<file path="config.mk">
export PLATFORM = sky130hd
export DESIGN_NAME = mws_sqrt
export DESIGN_NICKNAME = d
export VERILOG_FILES = /design/src/design/moving_window_statistics_core_defines.svh /design/src/design/mws_pkg.sv /design/src/design/mws_sqrt.sv
export SDC_FILE = /design/constraint.sdc
export NUM_CORES = 1
export LEC_CHECK = 0
export BUFFER_PORTS_ARGS = -buffer_cell sky130_fd_sc_hd__buf_2
export CORE_MARGIN = 8
export CORE_UTILIZATION = 49
export DETAILED_ROUTE_END_ITERATION = 12
export HOLD_SLACK_MARGIN = 0.1
export PLACE_DENSITY = 0.7
export SYNTH_ARGS = -nofsm -noshare
export SYNTH_HDL_FRONTEND = slang
export SYNTH_SLANG_ARGS = --single-unit
</file>
<file path="constraint.sdc">
create_clock -name clk_i -period 6.6 [get_ports clk_i]
set_input_delay 0.99 -clock clk_i [delete_from_list [all_inputs] [get_ports clk_i]]
set_output_delay 0.99 -clock clk_i [all_outputs]
set_load 0.02 [all_outputs]
</file>
<file path="src/design/moving_window_statistics_core_defines.svh">
// ----------------------------------------------------------------------------
// moving window statistics assertion macros
// shared assertion forms with clock and reset built in
// ----------------------------------------------------------------------------
`ifndef MOVING_WINDOW_STATISTICS_CORE_DEFINES_SVH
`define MOVING_WINDOW_STATISTICS_CORE_DEFINES_SVH

// implication checked on every clock edge outside reset
`define MWS_ASSERT_IMP(lbl, ante, cons, msg) \
  lbl: assert property (@(posedge clk_i) disable iff (!rst_ni) (ante) |-> (cons)) \
    else $error(msg);

// next-cycle implication checked outside reset
`define MWS_ASSERT_NEXT(lbl, ante, cons, msg) \
  lbl: assert property (@(posedge clk_i) disable iff (!rst_ni) (ante) |=> (cons)) \
    else $error(msg);

`endif

</file>
<file path="src/design/mws_pkg.sv">
// ----------------------------------------------------------------------------
// mws_pkg
// shared constants and types of the moving window statistics core
// ----------------------------------------------------------------------------
package mws_pkg;

  localparam int unsigned MaxWindow  = 512;
  localparam int unsigned SampleBits = 16;
  localparam int unsigned PosW       = $clog2(MaxWindow);
  localparam int unsigned LenW       = 10;
  localparam int unsigned CntW       = 10;
  localparam int unsigned SumW       = 25;
  localparam int unsigned SqW        = 40;
  localparam int unsigned OutW       = 16;
  // deviation numerator n*sq - sum^2 fits 50 bits, quotient of /n^2 fits 32
  localparam int unsigned NumW       = 52;
  localparam int unsigned QW         = 32;
  localparam int unsigned DivW       = 20;
  localparam int unsigned DivStepW   = $clog2(NumW + 1);
  // shift and add multiply, one multiplier bit per cycle
  localparam int unsigned MulSteps   = SumW;
  localparam int unsigned MulCntW    = $clog2(MulSteps + 2);

  localparam logic CmdPush  = 1'b0;
  localparam logic CmdClear = 1'b1;

  typedef enum logic [3:0] {
    StIdle,
    StRead,
    StUpdate,
    StMul,
    StDivMean,
    StDivRms,
    StDivDev1,
    StDivDev2,
    StSqrtRms,
    StSqrtDev,
    StOut
  } state_e;

  typedef struct packed {
    logic        start;
    logic [NumW-1:0] num;
    logic [DivW-1:0] den;
  } div_req_t;

  typedef struct packed {
    logic        busy;
    logic [NumW-1:0] quo;
  } div_rsp_t;

endpackage

</file>
<file path="src/design/mws_sqrt.sv">
// ----------------------------------------------------------------------------
// mws_sqrt
// digit serial floor square root, one root bit per cycle
// ----------------------------------------------------------------------------
module mws_sqrt
  import mws_pkg::*;
(
  input  logic            clk_i,
  input  logic            rst_ni,
  input  logic            start_i,
  input  logic [QW-1:0]   rad_i,
  output logic            busy_o,
  output logic [OutW-1:0] root_o
);

  localparam int unsigned StepW = $clog2(OutW + 1);

  logic [QW-1:0]    rad_q, rad_d;
  logic [OutW+1:0]  rem_q, rem_d;
  logic [OutW-1:0]  root_q, root_d;
  logic [StepW-1:0] cnt_q, cnt_d;
  logic             busy_q, busy_d;
  logic [OutW+1:0]  trial, cur;

  assign cur   = {rem_q[OutW-1:0], rad_q[QW-1:QW-2]};
  assign trial = {root_q, 2'b01};

  always_comb begin
    rad_d  = rad_q;
    rem_d  = rem_q;
    root_d = root_q;
    cnt_d  = cnt_q;
    busy_d = busy_q;
    if (start_i) begin
      rad_d  = rad_i;
      rem_d  = '0;
      root_d = '0;
      cnt_d  = StepW'(OutW);
      busy_d = 1'b1;
    end else if (busy_q) begin
      rad_d = {rad_q[QW-3:0], 2'b00};
      if (cur >= trial) begin
        rem_d  = cur - trial;
        root_d = {root_q[OutW-2:0], 1'b1};
      end else begin
        rem_d  = cur;
        root_d = {root_q[OutW-2:0], 1'b0};
      end
      cnt_d = cnt_q - 1'b1;
      if (cnt_q == StepW'(1)) begin
        busy_d = 1'b0;
      end
    end
  end

  always_ff @(posedge clk_i or negedge rst_ni) begin
    if (!rst_ni) begin
      busy_q <= 1'b0;
      cnt_q  <= '0;
    end else begin
      busy_q <= busy_d;
      cnt_q  <= cnt_d;
    end
  end

  always_ff @(posedge clk_i) begin
    rad_q  <= rad_d;
    rem_q  <= rem_d;
    root_q <= root_d;
  end

  assign busy_o = busy_q;
  assign root_o = root_q;

endmodule

</file>
# Word-level counts from Yosys, hierarchy flattened
# Index checks and enable logic that the tools add are counted.
# op_classes
n_eq_ne	1
addsub	2
magnitude_cmp	1
mux	9
mul	0
shifts	0
bitwise	0
reduce_logical	1
div	0
# ops
operator	n
32-bit two-way mux	2
18-bit greater-or-equal comparator	1
16-bit two-way mux	1
16-bit subtractor	1
5-bit two-way mux	2
5-bit by 1-bit == test with 1-bit output (second input constant)	1
5-bit by 1-bit subtractor with 5-bit output (second input constant)	1
1-bit two-way mux	4
2-bit nonzero test	1
# totals
out_inout_bits	17
memories	0
latch_bits	0
elab_cells	19
mem_bits_rw	0
in_bits	35
rom_bits	0
register_bits	70

# Logic depth before layout (Yosys ltp)
# depth
ltp_word	4
mapped_depth	11
depth_no_buf	9

# Least setup slack after synthesis
# OpenSTA, ideal clock, no wires.
# synth_path
kind	register to register
from	reg root_q[7] (netlist: root_o[7])
to	reg rem_q[11]
slack_ps	3837
period_less_slack_ps	2763
t_arrival_ps	2622
path_buffers	2
setup_ps	140
path_stages_with_launch	12
required_time_ps	6460
cell_sequence	dfxtp_1 -> inv_1 -> ha_1 -> and3_1 -> clkbuf_1 -> a221o_1 -> a311oi_2 -> nor2_1 -> nor3b_4 -> buf_6 -> mux2i_1 -> a211oi_1
# synth_between
elab_chain_len	2
word_cells_on_any_way	3
classes_between	add/sub: 1; order compare: 1; mux: 1
# synth_rtl
element	line_no	source
start: declaration	mws_sqrt.sv:20	logic [OutW-1:0] root_q, root_d;
start signal: assignment	mws_sqrt.sv:69	root_q <= root_d;
16-bit subtractor / 18-bit greater-or-equal comparator (equally long branches)	mws_sqrt.sv:43, mws_sqrt.sv:42	
16-bit two-way mux *	mws_sqrt.sv:42	if (cur >= trial) begin
end signal: assignment	mws_sqrt.sv:68	rem_q <= rem_d;
end: declaration	mws_sqrt.sv:19	logic [OutW+1:0] rem_q, rem_d;
# Mark *: on every way between the ends. The rest lies on a longest branch, timed or not.
# A chain may end at the register's enable or synchronous reset.

# Final worst setup path
# layout_path
from	reg root_q[7] (netlist: root_o[7])
to	reg rem_q[2]
# layout_between
elab_chain_len	2
# layout_rtl
element	line_no
18-bit greater-or-equal comparator	mws_sqrt.sv:42
16-bit two-way mux	mws_sqrt.sv:42
# Every way passes these cells.

==> summary by stage <==
Die
The die covers 10600 µm². The core region is 7290 µm². The floorplan step set the die width to 103 µm.

Pin placement for this block handled 52 I/O pins. In this run the core area contains 31 standard-cell rows. In this run the vertical extent of the chip is slightly above 100 µm. For this configuration, the core starts out at a cell density of 0.508.

Clock network
The tree built by TritonCTS fans out to 70 sinks. The total of cells resized after clock tree synthesis is 0. The H-tree generated during clock tree synthesis spans 3 levels. The largest buffer count on any clock path is 2.

The tree is rooted in a sky130_fd_sc_hd__clkbuf_8. The clock-pin transition on the worst setup and hold timing paths is 70 ps. The post-CTS setup buffer count is 0. The clock network latency to the later pin of the worst-skew pair is 340 ps. TritonCTS built the clock tree. The count of hold buffers inserted by post-cts repair is 0.

The number of buffers created by CTS is 9.

Pwr
In this run the power density over the cells is 414 nW/µm². The worst IR drop on VDD is 0.000226 V. The analysis attributes to cell leakage a power of 1.87 nW.

Route
The length of the first detailed-routing pass in iterations is 4. Dividing the detail-routed wire length by the instance count gives 14.9 µm. Dividing the detail-routed via count by the number of cells gives 5.33. The detailed-route wire length is ~7400 µm. The detailed router placed between 2000 and 3000 vias in this run. The remaining design rule violation count is 0. The count of nets left with antenna violations once routing finished came out at 0. After the first detailed-routing iteration, the DRC count stood at 136.

Cells and area
The proportion of layout cells with a drive suffix above 1 is 0.265. In the layout the commonest cells are 51 x sky130_fd_sc_hd__buf_2, 32 x sky130_fd_sc_hd__edfxtp_1, 32 x sky130_fd_sc_hd__dfxtp_1, 31 x sky130_fd_sc_hd__nor2_1, 30 x sky130_fd_sc_hd__mux2_2. 0 antenna diodes ended up in the layout.

The layout-stage area growth over the synthesis result is 15.4%. The most common library cell in the layout ignoring fill and taps is sky130_fd_sc_hd__buf_2. The number of nets in the final layout is between 400 and 500.

Worst setup path
The kind of start point of the critical path is a flip-flop. Of all nets on the critical path, the largest fanout is 24. For the worst setup path, the data required time is 6790 ps. The worst setup path is of the reg2reg kind. The data arrival time of the critical path is 3380 ps.

The kind of capture point of the worst setup path is a flip-flop.

Global route
The global-route wire length before repair is ~12000 µm. For this run the aggregate overflow at the end of global routing stands at 0. The largest net degree at the start of global routing is 64. The number of global-route vias before repair was 2595.

The combined global-route utilization of all metal layers is 0.148. The number of antenna violations at the first check in global routing came to 0.

Job
The number of violations of the max-capacitance limit is 0.

Synth
During synthesis, Yosys emitted a total of 0 warnings. After synthesis, the share of flip-flops with an asynchronous set or reset is 0.0857. Synthesis produced a netlist whose cell count is approximately 340. The summed instance area of the synthesized netlist is 3700 µm². The count of flip-flops with a built-in enable after synthesis is 32. The total nets after synthesis is ~400. The synthesized area per cell is about 11 µm².

Yosys mapped the design onto 48 distinct sky130hd cell types. In the synthesized netlist the dominant register cell turns out to be sky130_fd_sc_hd__edfxtp_1. Counting flops and latches in the post-synthesis netlist gives 70. The sequential share of the synthesized area is 0.473.

Place
The worst setup timing slack at the placement stage is 3410 ps. Summed over all nets, the half-perimeter wirelength after detailed placement is 5180 µm. The final RePlAce weighted congestion is 0.870. The port buffer count is 51.

Timing
Static timing analysis puts the maximum clock frequency at 314 MHz. The number of hold violations in the final report was 0. The time the worst path needs with I/O delays and setup is 3180 ps. Setup repair after global routing left no endpoint under its margin. The total negative slack for setup checks is 0 ps. The number of setup violations in the final report is 0. The final clock skew is 8.02 ps. Once routing completed, OpenROAD measured the worst setup slack at 3420 ps. The final-report max-slew violation count was 0. The fraction of the cycle the final worst path needs is 0.482. The worst slew margin relative to its limit is 0.206. For the pin with the worst max-slew slack, the measured transition is 1190 ps.

Hold path
The class of the tightest hold or removal check is in2async.

Status
The flow ran to the end, and the final reports show no timing, DRC or antenna violations.
## kinds of logic (layout without fill, tap and decap cells)
family                   Yosys count  in the layout  share of synthesized area
adder cells (fa/ha/maj)           20             20                     0.0675
XOR/XNOR                          14             14                     0.0331
multiplexers                      50             50                      0.145
flip-flops                        70             70                      0.473
AND/OR/NAND/NOR                   86             86                      0.121
buffers and inverters             42             95                     0.0449
AO/OA/AOI/OAI                     61             61                      0.116
## routing by layer
| metal | part of all wire | vias to the layer above | GRT usage | wire length, µm |
|---|---|---|---|---|
| li1 | - | 1351 | - | - |
| met1 | 0.47 | 1221 | 0.186 | 3430 |
| met2 | 0.46 | 58 | 0.228 | 3420 |
| met3 | 0.052 | 10 | 0.0371 | 380 |
| met4 | 0.018 | 0 | 0.0790 | 136 |
| met5 | 0 | - | 0 | 0 |
## final cells by class
type                    instances  area (µm²)
fillers                       670        3020
multi-input cells             231        1790
flip-flops and latches         70        1750
repair buffers                 53         270
clock buffers                   9         124
well taps                      99         124
clock inverters                 7         120
inverters                      26        97.6
## through the flow
step           instances  power, mW  hold WS (ps)  utilization  area [µm²]
2_1_floorplan        343       1.22           436            -        3700
3_3_place_gp         479       1.34           472        0.553        4030
3_5_place_dp         479       1.36           475        0.553        4030
4_1_cts              495       1.78           438        0.586        4270
5_1_grt              495       1.90           442        0.586        4270
6_report             495       1.77           453        0.586        4270
## critical path: stages (launching register included)
cell and delay (ps):
sky130_fd_sc_hd__dfxtp_1 380, sky130_fd_sc_hd__inv_1 60, sky130_fd_sc_hd__ha_1 340, sky130_fd_sc_hd__and3_1 260, sky130_fd_sc_hd__a221o_1 420, sky130_fd_sc_hd__a311oi_2 270
sky130_fd_sc_hd__nor2_1 100, sky130_fd_sc_hd__nor3b_4 820, sky130_fd_sc_hd__nand2b_1 270, sky130_fd_sc_hd__o22ai_1 110
## synth_stat cells, drive strengths merged, types with 2 or more instances
cell	count	area share
ha	20	0.068
inv	26	0.026
dfxtp	32	0.17
nand3	11	0.015
and2	2	0.0034
o21bai	2	0.0041
nand4	2	0.0034
o21ai	13	0.018
xor2	7	0.017
xnor2	7	0.017
nor2	31	0.031
a21o	5	0.010
dfrtp	6	0.041
and3	5	0.0084
nor3	5	0.0068
or2	2	0.0034
o31ai	2	0.0041
nor2b	2	0.0034
a21oi	11	0.015
o211a	2	0.0054
buf	3	0.0054
a211oi	11	0.022
a32oi	5	0.012
nor4	3	0.0051
edfxtp	32	0.26
o311ai	2	0.0047
nand2	8	0.0081
nand2b	6	0.010
mux2i	20	0.054
clkbuf	13	0.013
mux2	30	0.091
nand3b	3	0.0061
## registers in the layout (all words and copies together) (netlist names)
name and flops:
busy_o 1, root_o 16, rem_q 16, rad_q 32, cnt_q 5
## report_power, final
group | internal (mW) | total, mW | switching (mW)
registers | 0.546 | 0.599 | 0.0537
logic | 0.340 | 0.752 | 0.412
clock network | 0.253 | 0.419 | 0.166
total | 1.14 | 1.77 | 0.632
## final timing paths
kind	startpoint	to	slack (ps)	cells past startpoint
hold / removal	rst_ni	busy_o	450	1
setup / recovery	root_o[7]	rem_q[2]	3420	9
min in group clk_i	rem_q[15]	rem_q[15]	490	2
max in group asynchronous	rst_ni	cnt_q[2]	6000	1
hold reg to reg	rem_q[15]	rem_q[15]	490	2
setup reg to reg	root_o[7]	rem_q[2]	3420	9
Power figures use the tool's default switching activity.
