===== config.mk =====
export PLATFORM = sky130hd
export DESIGN_NAME = mws_div
export DESIGN_NICKNAME = d
export VERILOG_FILES = /design/src/design/moving_window_statistics_core_defines.svh /design/src/design/mws_pkg.sv /design/src/design/mws_div.sv
export SDC_FILE = /design/constraint.sdc
export NUM_CORES = 1
export LEC_CHECK = 0
export BUFFER_PORTS_ARGS = -buffer_cell sky130_fd_sc_hd__buf_2
export CORE_MARGIN = 8
export CORE_UTILIZATION = 47
export DETAILED_ROUTE_END_ITERATION = 16
export PLACE_DENSITY = 0.8
export SETUP_SLACK_MARGIN = 0.02
export SYNTH_ARGS = -nofsm -noshare
export SYNTH_HDL_FRONTEND = slang
export SYNTH_SLANG_ARGS = --single-unit

===== constraint.sdc =====
create_clock -name clk_i -period 3.9 [get_ports clk_i]
set_input_delay 1.17 -clock clk_i [delete_from_list [all_inputs] [get_ports clk_i]]
set_output_delay 1.17 -clock clk_i [all_outputs]
set_load 0.02 [all_outputs]

===== src/design/moving_window_statistics_core_defines.svh =====
// ----------------------------------------------------------------------------
// moving window statistics assertion macros
// shared assertion forms with clock and reset built in
// ----------------------------------------------------------------------------
`ifndef MOVING_WINDOW_STATISTICS_CORE_DEFINES_SVH
`define MOVING_WINDOW_STATISTICS_CORE_DEFINES_SVH

// implication checked on every clock edge outside reset
`define MWS_ASSERT_IMP(lbl, ante, cons, msg) \
  lbl: assert property (@(posedge clk_i) disable iff (!rst_ni) (ante) |-> (cons)) \
    else $error(msg);

// next-cycle implication checked outside reset
`define MWS_ASSERT_NEXT(lbl, ante, cons, msg) \
  lbl: assert property (@(posedge clk_i) disable iff (!rst_ni) (ante) |=> (cons)) \
    else $error(msg);

`endif


===== src/design/mws_pkg.sv =====
// ----------------------------------------------------------------------------
// mws_pkg
// shared constants and types of the moving window statistics core
// ----------------------------------------------------------------------------
package mws_pkg;

  localparam int unsigned MaxWindow  = 512;
  localparam int unsigned SampleBits = 16;
  localparam int unsigned PosW       = $clog2(MaxWindow);
  localparam int unsigned LenW       = 10;
  localparam int unsigned CntW       = 10;
  localparam int unsigned SumW       = 25;
  localparam int unsigned SqW        = 40;
  localparam int unsigned OutW       = 16;
  // deviation numerator n*sq - sum^2 fits 50 bits, quotient of /n^2 fits 32
  localparam int unsigned NumW       = 52;
  localparam int unsigned QW         = 32;
  localparam int unsigned DivW       = 20;
  localparam int unsigned DivStepW   = $clog2(NumW + 1);
  // shift and add multiply, one multiplier bit per cycle
  localparam int unsigned MulSteps   = SumW;
  localparam int unsigned MulCntW    = $clog2(MulSteps + 2);

  localparam logic CmdPush  = 1'b0;
  localparam logic CmdClear = 1'b1;

  typedef enum logic [3:0] {
    StIdle,
    StRead,
    StUpdate,
    StMul,
    StDivMean,
    StDivRms,
    StDivDev1,
    StDivDev2,
    StSqrtRms,
    StSqrtDev,
    StOut
  } state_e;

  typedef struct packed {
    logic        start;
    logic [NumW-1:0] num;
    logic [DivW-1:0] den;
  } div_req_t;

  typedef struct packed {
    logic        busy;
    logic [NumW-1:0] quo;
  } div_rsp_t;

endpackage


===== src/design/mws_div.sv =====
// ----------------------------------------------------------------------------
// mws_div
// bit serial restoring divider, one quotient bit per cycle
// ----------------------------------------------------------------------------
module mws_div
  import mws_pkg::*;
(
  input  logic     clk_i,
  input  logic     rst_ni,
  input  div_req_t req_i,
  output div_rsp_t rsp_o
);

  logic [NumW-1:0]     num_q, num_d;
  logic [DivW:0]       rem_q, rem_d;
  logic [DivW-1:0]     den_q, den_d;
  logic [DivStepW-1:0] cnt_q, cnt_d;
  logic                busy_q, busy_d;
  logic [DivW:0]       shifted;

  assign shifted = {rem_q[DivW-1:0], num_q[NumW-1]};

  always_comb begin
    num_d  = num_q;
    rem_d  = rem_q;
    den_d  = den_q;
    cnt_d  = cnt_q;
    busy_d = busy_q;
    if (req_i.start) begin
      num_d  = req_i.num;
      den_d  = req_i.den;
      rem_d  = '0;
      cnt_d  = DivStepW'(NumW);
      busy_d = 1'b1;
    end else if (busy_q) begin
      if (shifted >= {1'b0, den_q}) begin
        rem_d = shifted - {1'b0, den_q};
        num_d = {num_q[NumW-2:0], 1'b1};
      end else begin
        rem_d = shifted;
        num_d = {num_q[NumW-2:0], 1'b0};
      end
      cnt_d = cnt_q - 1'b1;
      if (cnt_q == DivStepW'(1)) begin
        busy_d = 1'b0;
      end
    end
  end

  always_ff @(posedge clk_i or negedge rst_ni) begin
    if (!rst_ni) begin
      busy_q <= 1'b0;
      cnt_q  <= '0;
    end else begin
      busy_q <= busy_d;
      cnt_q  <= cnt_d;
    end
  end

  always_ff @(posedge clk_i) begin
    num_q <= num_d;
    rem_q <= rem_d;
    den_q <= den_d;
  end

  assign rsp_o.busy = busy_q;
  assign rsp_o.quo  = num_q;

endmodule


After elaboration in Yosys (flattened, before gate mapping). Cells that the tools add are included.

Input bits: 75. Output and inout bits: 53. Register bits: 99.

Eq/ne operators: 1. $lt $le $gt $ge: 1. Reductions and logical operators: 1. $add $sub $neg: 2. Mux-type cells: 9.

Operators by type and width (count): 52-bit two-way mux (2); 21-bit by 20-bit >= comparator with 1-bit output (1); 20-bit two-way mux (1); 20-bit subtractor (1); 6-bit two-way mux (2); 6-bit by 1-bit equality test with 1-bit output (second input constant) (1); 6-bit by 1-bit subtractor with 6-bit output (second input constant) (1); 1-bit two-way mux (4); 2-bit nonzero test (1).

Logic depth before layout (Yosys ltp). Gate-level depths: netlist of the first run.

Depth after elaboration: 4. Mapped depth: 11.

Worst setup path before layout of the first run. Ideal clock, no wire load.

Kind: input to register. From: input port req_i[72] (netlist bit). To: register num_q[0], enable pin. Slack: 844 ps. Path buffers: 1. Arrival: 2650 ps. Data required time: 3494 ps. Stages: 3. Setup time: 406 ps. Path through: clkbuf_1 > nor2_1 > inv_1.

Longest elaborated chain between the ends: 1.

RTL lines: start, declared (RTL line mws_div.sv:10) `input div_req_t req_i,`; 2-bit nonzero test (no source line); end signal, assigned (RTL line mws_div.sv:61) `num_q <= num_d;`; end, declared (RTL line mws_div.sv:14) `logic [NumW-1:0] num_q, num_d;`.

Every way passes these cells. A chain may end at the register's enable or synchronous reset.

Final worst setup path of the first run.
From: register den_q[10]. To: register rem_q[14].

Longest elaborated chain between the ends: 2. Elaborated cells between the ends (all ways): 3. Classes of those cells: add/sub: 1; order compare: 1; mux: 1.

RTL lines: start, declared (RTL line mws_div.sv:16) `logic [DivW-1:0] den_q, den_d;`; start signal, assigned (RTL line mws_div.sv:63) `den_q <= den_d;`; 20-bit subtractor or 21-bit by 20-bit >= comparator with 1-bit output (tied branches) (RTL line mws_div.sv:37, mws_div.sv:36); 20-bit two-way mux * (RTL line mws_div.sv:36) `if (shifted >= {1'b0, den_q}) begin`; end signal, assigned (RTL line mws_div.sv:62) `rem_q <= rem_d;`; end, declared (RTL line mws_div.sv:15) `logic [DivW:0] rem_q, rem_d;`.

Mark *: on every way between the ends. The rest lies on a longest branch, timed or not.

==> impl_metrics.csv, run 1 <==
group,metric,value,unit
status,status,"finished, final reports clean",
critical_path,crit_chain,"inv_1 -> ha_1 -> nand3_2 -> or4_4 -> a31oi_4 -> o21ai_1 -> buf_4 -> or4_1 -> nand3_1",
power_and_ir_drop,internal_power,0.00176,W
synthesis,synth_compound_area_share,12.4,%
clock_network,cts_tree,"done",
timing,finalHoldViolCount,0,
global_route,grt_usage,16.9,%
power_and_ir_drop,power.total,0.00239,W
global_route,grt_pass1_wl,19.8,mm
power_and_ir_drop,power_frac_comb,16.2,%
clock_network,cts_htree_levels,3,
place,routabilityCongestion,0.901,
critical_path,endpoint_kind,"flop",
synthesis,synthArstFlopShare,7.07,%
clock_network,cts_made_buffers,9,
power_and_ir_drop,ir_drop,0.328,mV
clock_network,cts-root-buf,"clkbuf_8",
timing,timing.clock.skew,0.0159,ns
final_layout,nNetsFinal,663,
floorplanning,die_area,0.0146,mm²
timing,tightest_slew,0.844,ns
global_route,antenna_found_initial,1,
drt,initialDrtViolationCount,176,
synthesis,synthAdderAreaFrac,5.70,%
timing,setup-tns-final,0,ns
floorplanning,coreArea,0.0108,mm²
final_layout,utilization,57.3,%
place,dpl.hpwl,9.03,mm
global_route,grt_pass1_vias,4182,
floorplanning,start_util,48.0,%
critical_path,r2r-start,"den_q[10]",
synthesis,synth_enable_flop_cells,72,
timing,setup_slack,1.22,ns
timing,finalMaxSlewViolations,0,
synthesis,synth_warnings,0,
place,portBuffers,127,
critical_path,path_delay_family,"simple AND/OR/NAND/NOR gates",
power_and_ir_drop,switching_share,26.4,%
synthesis,ys_seq_elements,99,
drt,wire_per_inst,17.3,µm
clock_network,clkTransAtPathRegs,0.09,ns
synthesis,syn-num-nets,540,
min_path,hold_depth,2,
drt,first_pass_iters,4,
clock_network,hold_buffers,0,
synthesis,synth_top_family_by_area,"multiplexers",
power_and_ir_drop,cellLeakagePower,2.57,nW
drt,via_per_inst,5.52,
power_and_ir_drop,power_switching,0.000632,W
clock_network,cts_resized,0,
critical_path,critPathSlowestCell,"or4_4",
power_and_ir_drop,clock_power_share,30.8,%
clock_network,clock_latency,0.37,ns
critical_path,crit_required,4.20,ns
clock_network,ctsLongestPathBuffers,2,
place,dp_cells,694,
critical_path,worstSetupPathType,"flop to flop",
floorplanning,die_y,121,µm
critical_path,rrSetupSlack,1.22,ns
timing,fin_crit,2.68,ns
final_layout,drive_gt1_share,36.3,%
drt,drcViolationCount,0,
min_path,min_from,"rem_q[7]",
floorplanning,die_x,121,µm
critical_path,path_max_fanout,21,
critical_path,path_depth,9,
min_path,hp-class,"flop to flop",
timing,fmax,0.373,GHz
flow_run,cap_violations,0,
global_route,grt_overflow,0,
min_path,hold_end,"rem_q[7]",
synthesis,muxShareOfSynthArea,12.8,%
synthesis,synth-xor-area-share,2.54,%
critical_path,worst-path-buf-inv,2,
timing,period_share,68.7,%
critical_path,reg2reg_depth,9,
final_layout,instances_no_fill,711,
timing,setup_viol,0,
power_and_ir_drop,power.density,386,mW/mm²
clock_network,clock_sinks,99,
critical_path,reg2reg_to,"rem_q[14]",
power_and_ir_drop,power.share.sequential,53.0,%
floorplanning,rows,38,
global_route,grt_max_degree,53,
critical_path,worstPathArrival,2.98,ns
synthesis,synth_ff_type,"edfxtp_1",
synthesis,ys_seq_area_share,52.9,%
final_layout,areaGrowthSynthToFinish,19.4,%
drt,routed_wl,12.3,mm
place,dpl_worst_slack,1.09,ns
drt,vias,3928,
floorplanning,ios,128,
critical_path,critPathLaunchType,"flop",
timing,slew_headroom,43.5,%
clock_network,post_cts_buffers,0,
drt,ant_nets,0,
synthesis,netlist_instances,442,
synthesis,synth_cell_type_count,59,
critical_path,cp_slowest_stage_delay,0.57,ns
synthesis,netlist_area,0.00518,mm²
timing,rsz0062_at_grt,"false",
synthesis,yosys.area_share.simple,9.93,%
synthesis,avgSynthCellArea,11.7,µm²
## area by class of cell
| type | count | area, µm² |
|---|---|---|
| Multi-Input combinational cell | 295 | 2250 |
| Antenna cell | 1 | 2.50 |
| Inverter | 29 | 109 |
| Timing Repair Buffer | 131 | 693 |
| Clock inverter | 6 | 93.8 |
| Sequential cell | 99 | 2740 |
| Tap cell | 140 | 175 |
| Fill cell | 899 | 4610 |
| Clock buffer | 10 | 128 |
## state kept, by name (all words and copies together) (netlist names)
register  count
busy_q        1
cnt_q         6
den_q        20
num_q        52
rem_q        20
## worst max path at each step
stage                          from        end  slack, ns
after floorplan           req_i[72]   num_q[0]       0.84
after global placement    req_i[72]  num_q[10]       1.13
after detailed placement  req_i[72]  num_q[12]       1.09
after CTS                 den_q[10]  rem_q[14]       1.23
after global routing      num_q[51]  rem_q[12]       0.92
final                     den_q[10]  rem_q[14]       1.22
## stage by stage
stage | cell area, µm² | hold slack (ns)
2_1_floorplan | 5180 | 0.445
3_3_place_gp | 5960 | 0.469
3_5_place_dp | 5960 | 0.470
4_1_cts | 6180 | 0.485
5_1_grt | 6190 | 0.521
6_report | 6190 | 0.484
## cell families (layout without fill, tap and decap cells)
family	Yosys count	in the layout
other	0	1
XOR/XNOR	15	15
AND/OR/NAND/NOR	107	107
flip-flops	99	99
adder cells (fa/ha/maj)	23	23
AO/OA/AOI/OAI	90	90
buffers and inverters	48	176
multiplexers	60	60
## synthesized netlist by cell type, types with 10 or more instances
| cell | instances | area (µm²) |
|---|---|---|
| edfxtp_1 | 72 | 2160 |
| clkbuf_1 | 12 | 45.0 |
| dfxtp_1 | 20 | 400 |
| nor2_1 | 33 | 124 |
| nand2_1 | 27 | 101 |
| inv_1 | 29 | 109 |
| xnor2_1 | 11 | 96.3 |
| a21oi_1 | 20 | 100 |
| nand2b_1 | 10 | 62.6 |
| mux2_2 | 51 | 574 |
| nand3_1 | 14 | 70.1 |
| ha_1 | 22 | 275 |
## power groups by stage
stage	logic, W	clock network [W]	registers, W
3_3_place_gp	0.000380	0	0.00129
6_report	0.000388	0.000736	0.00127
4_1_cts	0.000390	0.000756	0.00127
2_1_floorplan	0.000180	0	0.00135
5_1_grt	0.000422	0.000797	0.00128
3_5_place_dp	0.000388	0	0.00129
## routing by layer
layer	global-route usage (%)	part of all wire (%)	up-vias
met4	5.39	1.6	0
met5	0	0	-
met3	7.21	8.3	16
met1	18.4	40	1891
met2	28.9	50	129
li1	-	-	1892
## worst min-delay path, cell delays in order (launching register included)
cell     delay (ns)
dfxtp_1        0.34
nand2_1        0.05
o21ai_1        0.05
## placed cells by master, fill, tap and decap left out, drive strengths merged, types with 3 or more instances in the layout
| cell type | Yosys | routed |
|---|---|---|
| buf | 7 | 131 |
| edfxtp | 72 | 72 |
| mux2 | 51 | 51 |
| nor2 | 33 | 33 |
| inv | 29 | 32 |
| nand2 | 27 | 27 |
| ha | 22 | 22 |
| a21oi | 20 | 20 |
| dfxtp | 20 | 20 |
| o21ai | 17 | 17 |
| nand3 | 15 | 15 |
| xnor2 | 11 | 11 |
| nand2b | 10 | 10 |
| clkbuf | 12 | 10 |
| a211oi | 9 | 9 |
| mux2i | 9 | 9 |
| dfrtp | 7 | 7 |
| nor3 | 6 | 6 |
| o211ai | 5 | 5 |
| o31ai | 5 | 5 |
| a311oi | 5 | 5 |
| xor2 | 4 | 4 |
| a32oi | 4 | 4 |
| nand3b | 3 | 3 |
| nand4 | 3 | 3 |
| o21bai | 3 | 3 |
| a21boi | 3 | 3 |
Note: power is estimated with default switching activity, not from simulation.
==> run 2, diff against run 1 <==
- clock period: 3.9 -> 2.75 ns (I/O delays scaled with it)
==> impl_metrics.csv, run 2 (same netlist as run 1, synthesis figures left out) <==
group,metric,value,unit
place,dpl.hpwl,9.33,mm
final_layout,nNetsFinal,674,
clock_network,clock_sinks,99,
drt,route.met3.wl,995,µm
clock_network,cts-root-buf,"clkbuf_8",
drt,drcViolationCount,0,
critical_path,cp_slowest_stage_delay,0.57,ns
clock_network,cts_htree_levels,3,
clock_network,clock_latency,0.39,ns
timing,period_share,94.1,%
clock_network,clkTransAtPathRegs,0.10,ns
clock_network,cts_made_buffers,9,
clock_network,hold_buffers,0,
drt,wl_met2,6.15,mm
final_layout,largest_registers,"num_q: 52 flops, den_q: 20 flops, rem_q: 20 flops",
final_layout,areaGrowthSynthToFinish,20.9,%
timing,tightest_slew,0.713,ns
timing,fin_crit,2.59,ns
floorplanning,die_area,0.0146,mm²
drt,wl_met1,5.10,mm
timing,rsz0062_at_grt,"true",
timing,finalMaxSlewViolations,0,
timing,fmax,0.387,GHz
floorplanning,ios,128,
min_path,hp-class,"input port to async pin",
final_layout,largest_reg_flops,52,
critical_path,worstPathArrival,2.92,ns
floorplanning,die_y,121,µm
critical_path,crit_required,3.08,ns
power_and_ir_drop,ir_drop,0.359,mV
critical_path,path_delay_family,"simple AND/OR/NAND/NOR gates",
floorplanning,start_util,48.0,%
status,status,"finished, final reports clean",
global_route,grt_overflow,0,
final_layout,antennaDiodeCount,0,
critical_path,path_max_fanout,12,
final_layout,final_area,0.00626,mm²
power_and_ir_drop,power.density,534,mW/mm²
place,place_area,0.00604,mm²
critical_path,crit_chain,"inv_1 -> ha_1 -> nand3_2 -> or4_4 -> a31oi_4 -> o21ai_1 -> buf_4 -> or4_1 -> nand3_1",
critical_path,critPathSlowestCell,"or4_4",
global_route,grt_max_degree,47,
timing,setup_viol,0,
drt,top_layer_used,"met4",
critical_path,endpoint_kind,"flop",
global_route,grt_usage,17.3,%
timing,setup-tns-final,0,ns
drt,first_pass_iters,4,
final_layout,drive_gt1_share,37.9,%
global_route,antenna_found_initial,0,
critical_path,worstSetupPathType,"flop to flop",
timing,finalHoldViolCount,0,
drt,ant_nets,0,
floorplanning,rows,38,
power_and_ir_drop,cellLeakagePower,2.61,nW
final_layout,final_cell_mix,"buf_2 (126), edfxtp_1 (72), mux2_2 (51)",
place,portBuffers,127,
clock_network,cts_tree,"done",
drt,vias,3897,
floorplanning,coreArea,0.0108,mm²
flow_run,cap_violations,0,
floorplanning,die_x,121,µm
final_layout,final_common_cell,"buf_2",
global_route,grt_pass1_wl,20.0,mm
place,routabilityCongestion,0.926,
clock_network,ctsLongestPathBuffers,2,
global_route,grt_pass1_vias,4091,
drt,wire_per_inst,17.2,µm
drt,routed_wl,12.4,mm
critical_path,critPathLaunchType,"flop",
final_layout,largest-register,"num_q",
timing,timing.clock.skew,0.0170,ns
timing,slew_headroom,52.4,%
drt,initialDrtViolationCount,256,
drt,via_per_inst,5.40,
critical_path,worst-path-buf-inv,2,
-- run 2: per-stage QoR --
| stage | setup WS [ns] | std cells | hold slack (ns) | util (%) | power, W |
|---|---|---|---|---|---|
| floorplan | 0.0387 | 442 | 0.445 | - | 0.00217 |
| global placement | 0.224 | 705 | 0.463 | 56.0 | 0.00237 |
| detailed placement | 0.146 | 705 | 0.468 | 56.0 | 0.00239 |
| CTS | 0.0904 | 721 | 0.244 | 58.0 | 0.00338 |
| global route | 0.0152 | 721 | 0.244 | 58.0 | 0.00349 |
| finish | 0.163 | 721 | 0.253 | 58.0 | 0.00334 |
-- run 2: worst paths after layout --
| check | slack, ns | cells after the start | startpoint | to |
|---|---|---|---|---|
| max | 0.16 | 9 | den_q[12] | rem_q[14] |
| min | 0.25 | 1 | rst_ni | cnt_q[1] |
| max reg2reg | 0.16 | 9 | den_q[12] | rem_q[14] |
| min reg2reg | 0.48 | 2 | rem_q[7] | rem_q[7] |
| max in group asynchronous | 2.35 | 1 | rst_ni | cnt_q[2] |
| min in group clk_i | 0.48 | 2 | rem_q[7] | rem_q[7] |
-- run 2: final cells by class --
class                           instances  area (µm²)
Fill cell                             898        4530
Sequential cell                        99        2740
Multi-Input combinational cell        295        2250
Timing Repair Buffer                  142         776
Tap cell                              140         175
Clock buffer                            9         124
Inverter                               29         109
Clock inverter                          7        86.3
-- run 2: where the power goes --
| part | internal [W] | leakage, nW | switching (W) | total [W] |
|---|---|---|---|---|
| combinational | 0.000248 | 1.52 | 0.000315 | 0.000563 |
| clock | 0.000436 | 0.101 | 0.000549 | 0.000985 |
| sequential | 0.00173 | 0.986 | 0.0000627 | 0.00179 |
| total | 0.00241 | 2.61 | 0.000927 | 0.00334 |
-- run 2: layer usage --
metal / vias to the layer above / global-route usage [%]
met5: - / 0
met4: 0 / 5.31
met3: 14 / 7.49
met2: 117 / 29.1
met1: 1861 / 19.5
li1: 1905 / -
-- run 2: timing repair --
item                                    CTS  global route
setup buffers                             0             0
endpoints found under the setup margin    0             4
gates resized for setup                   0             2
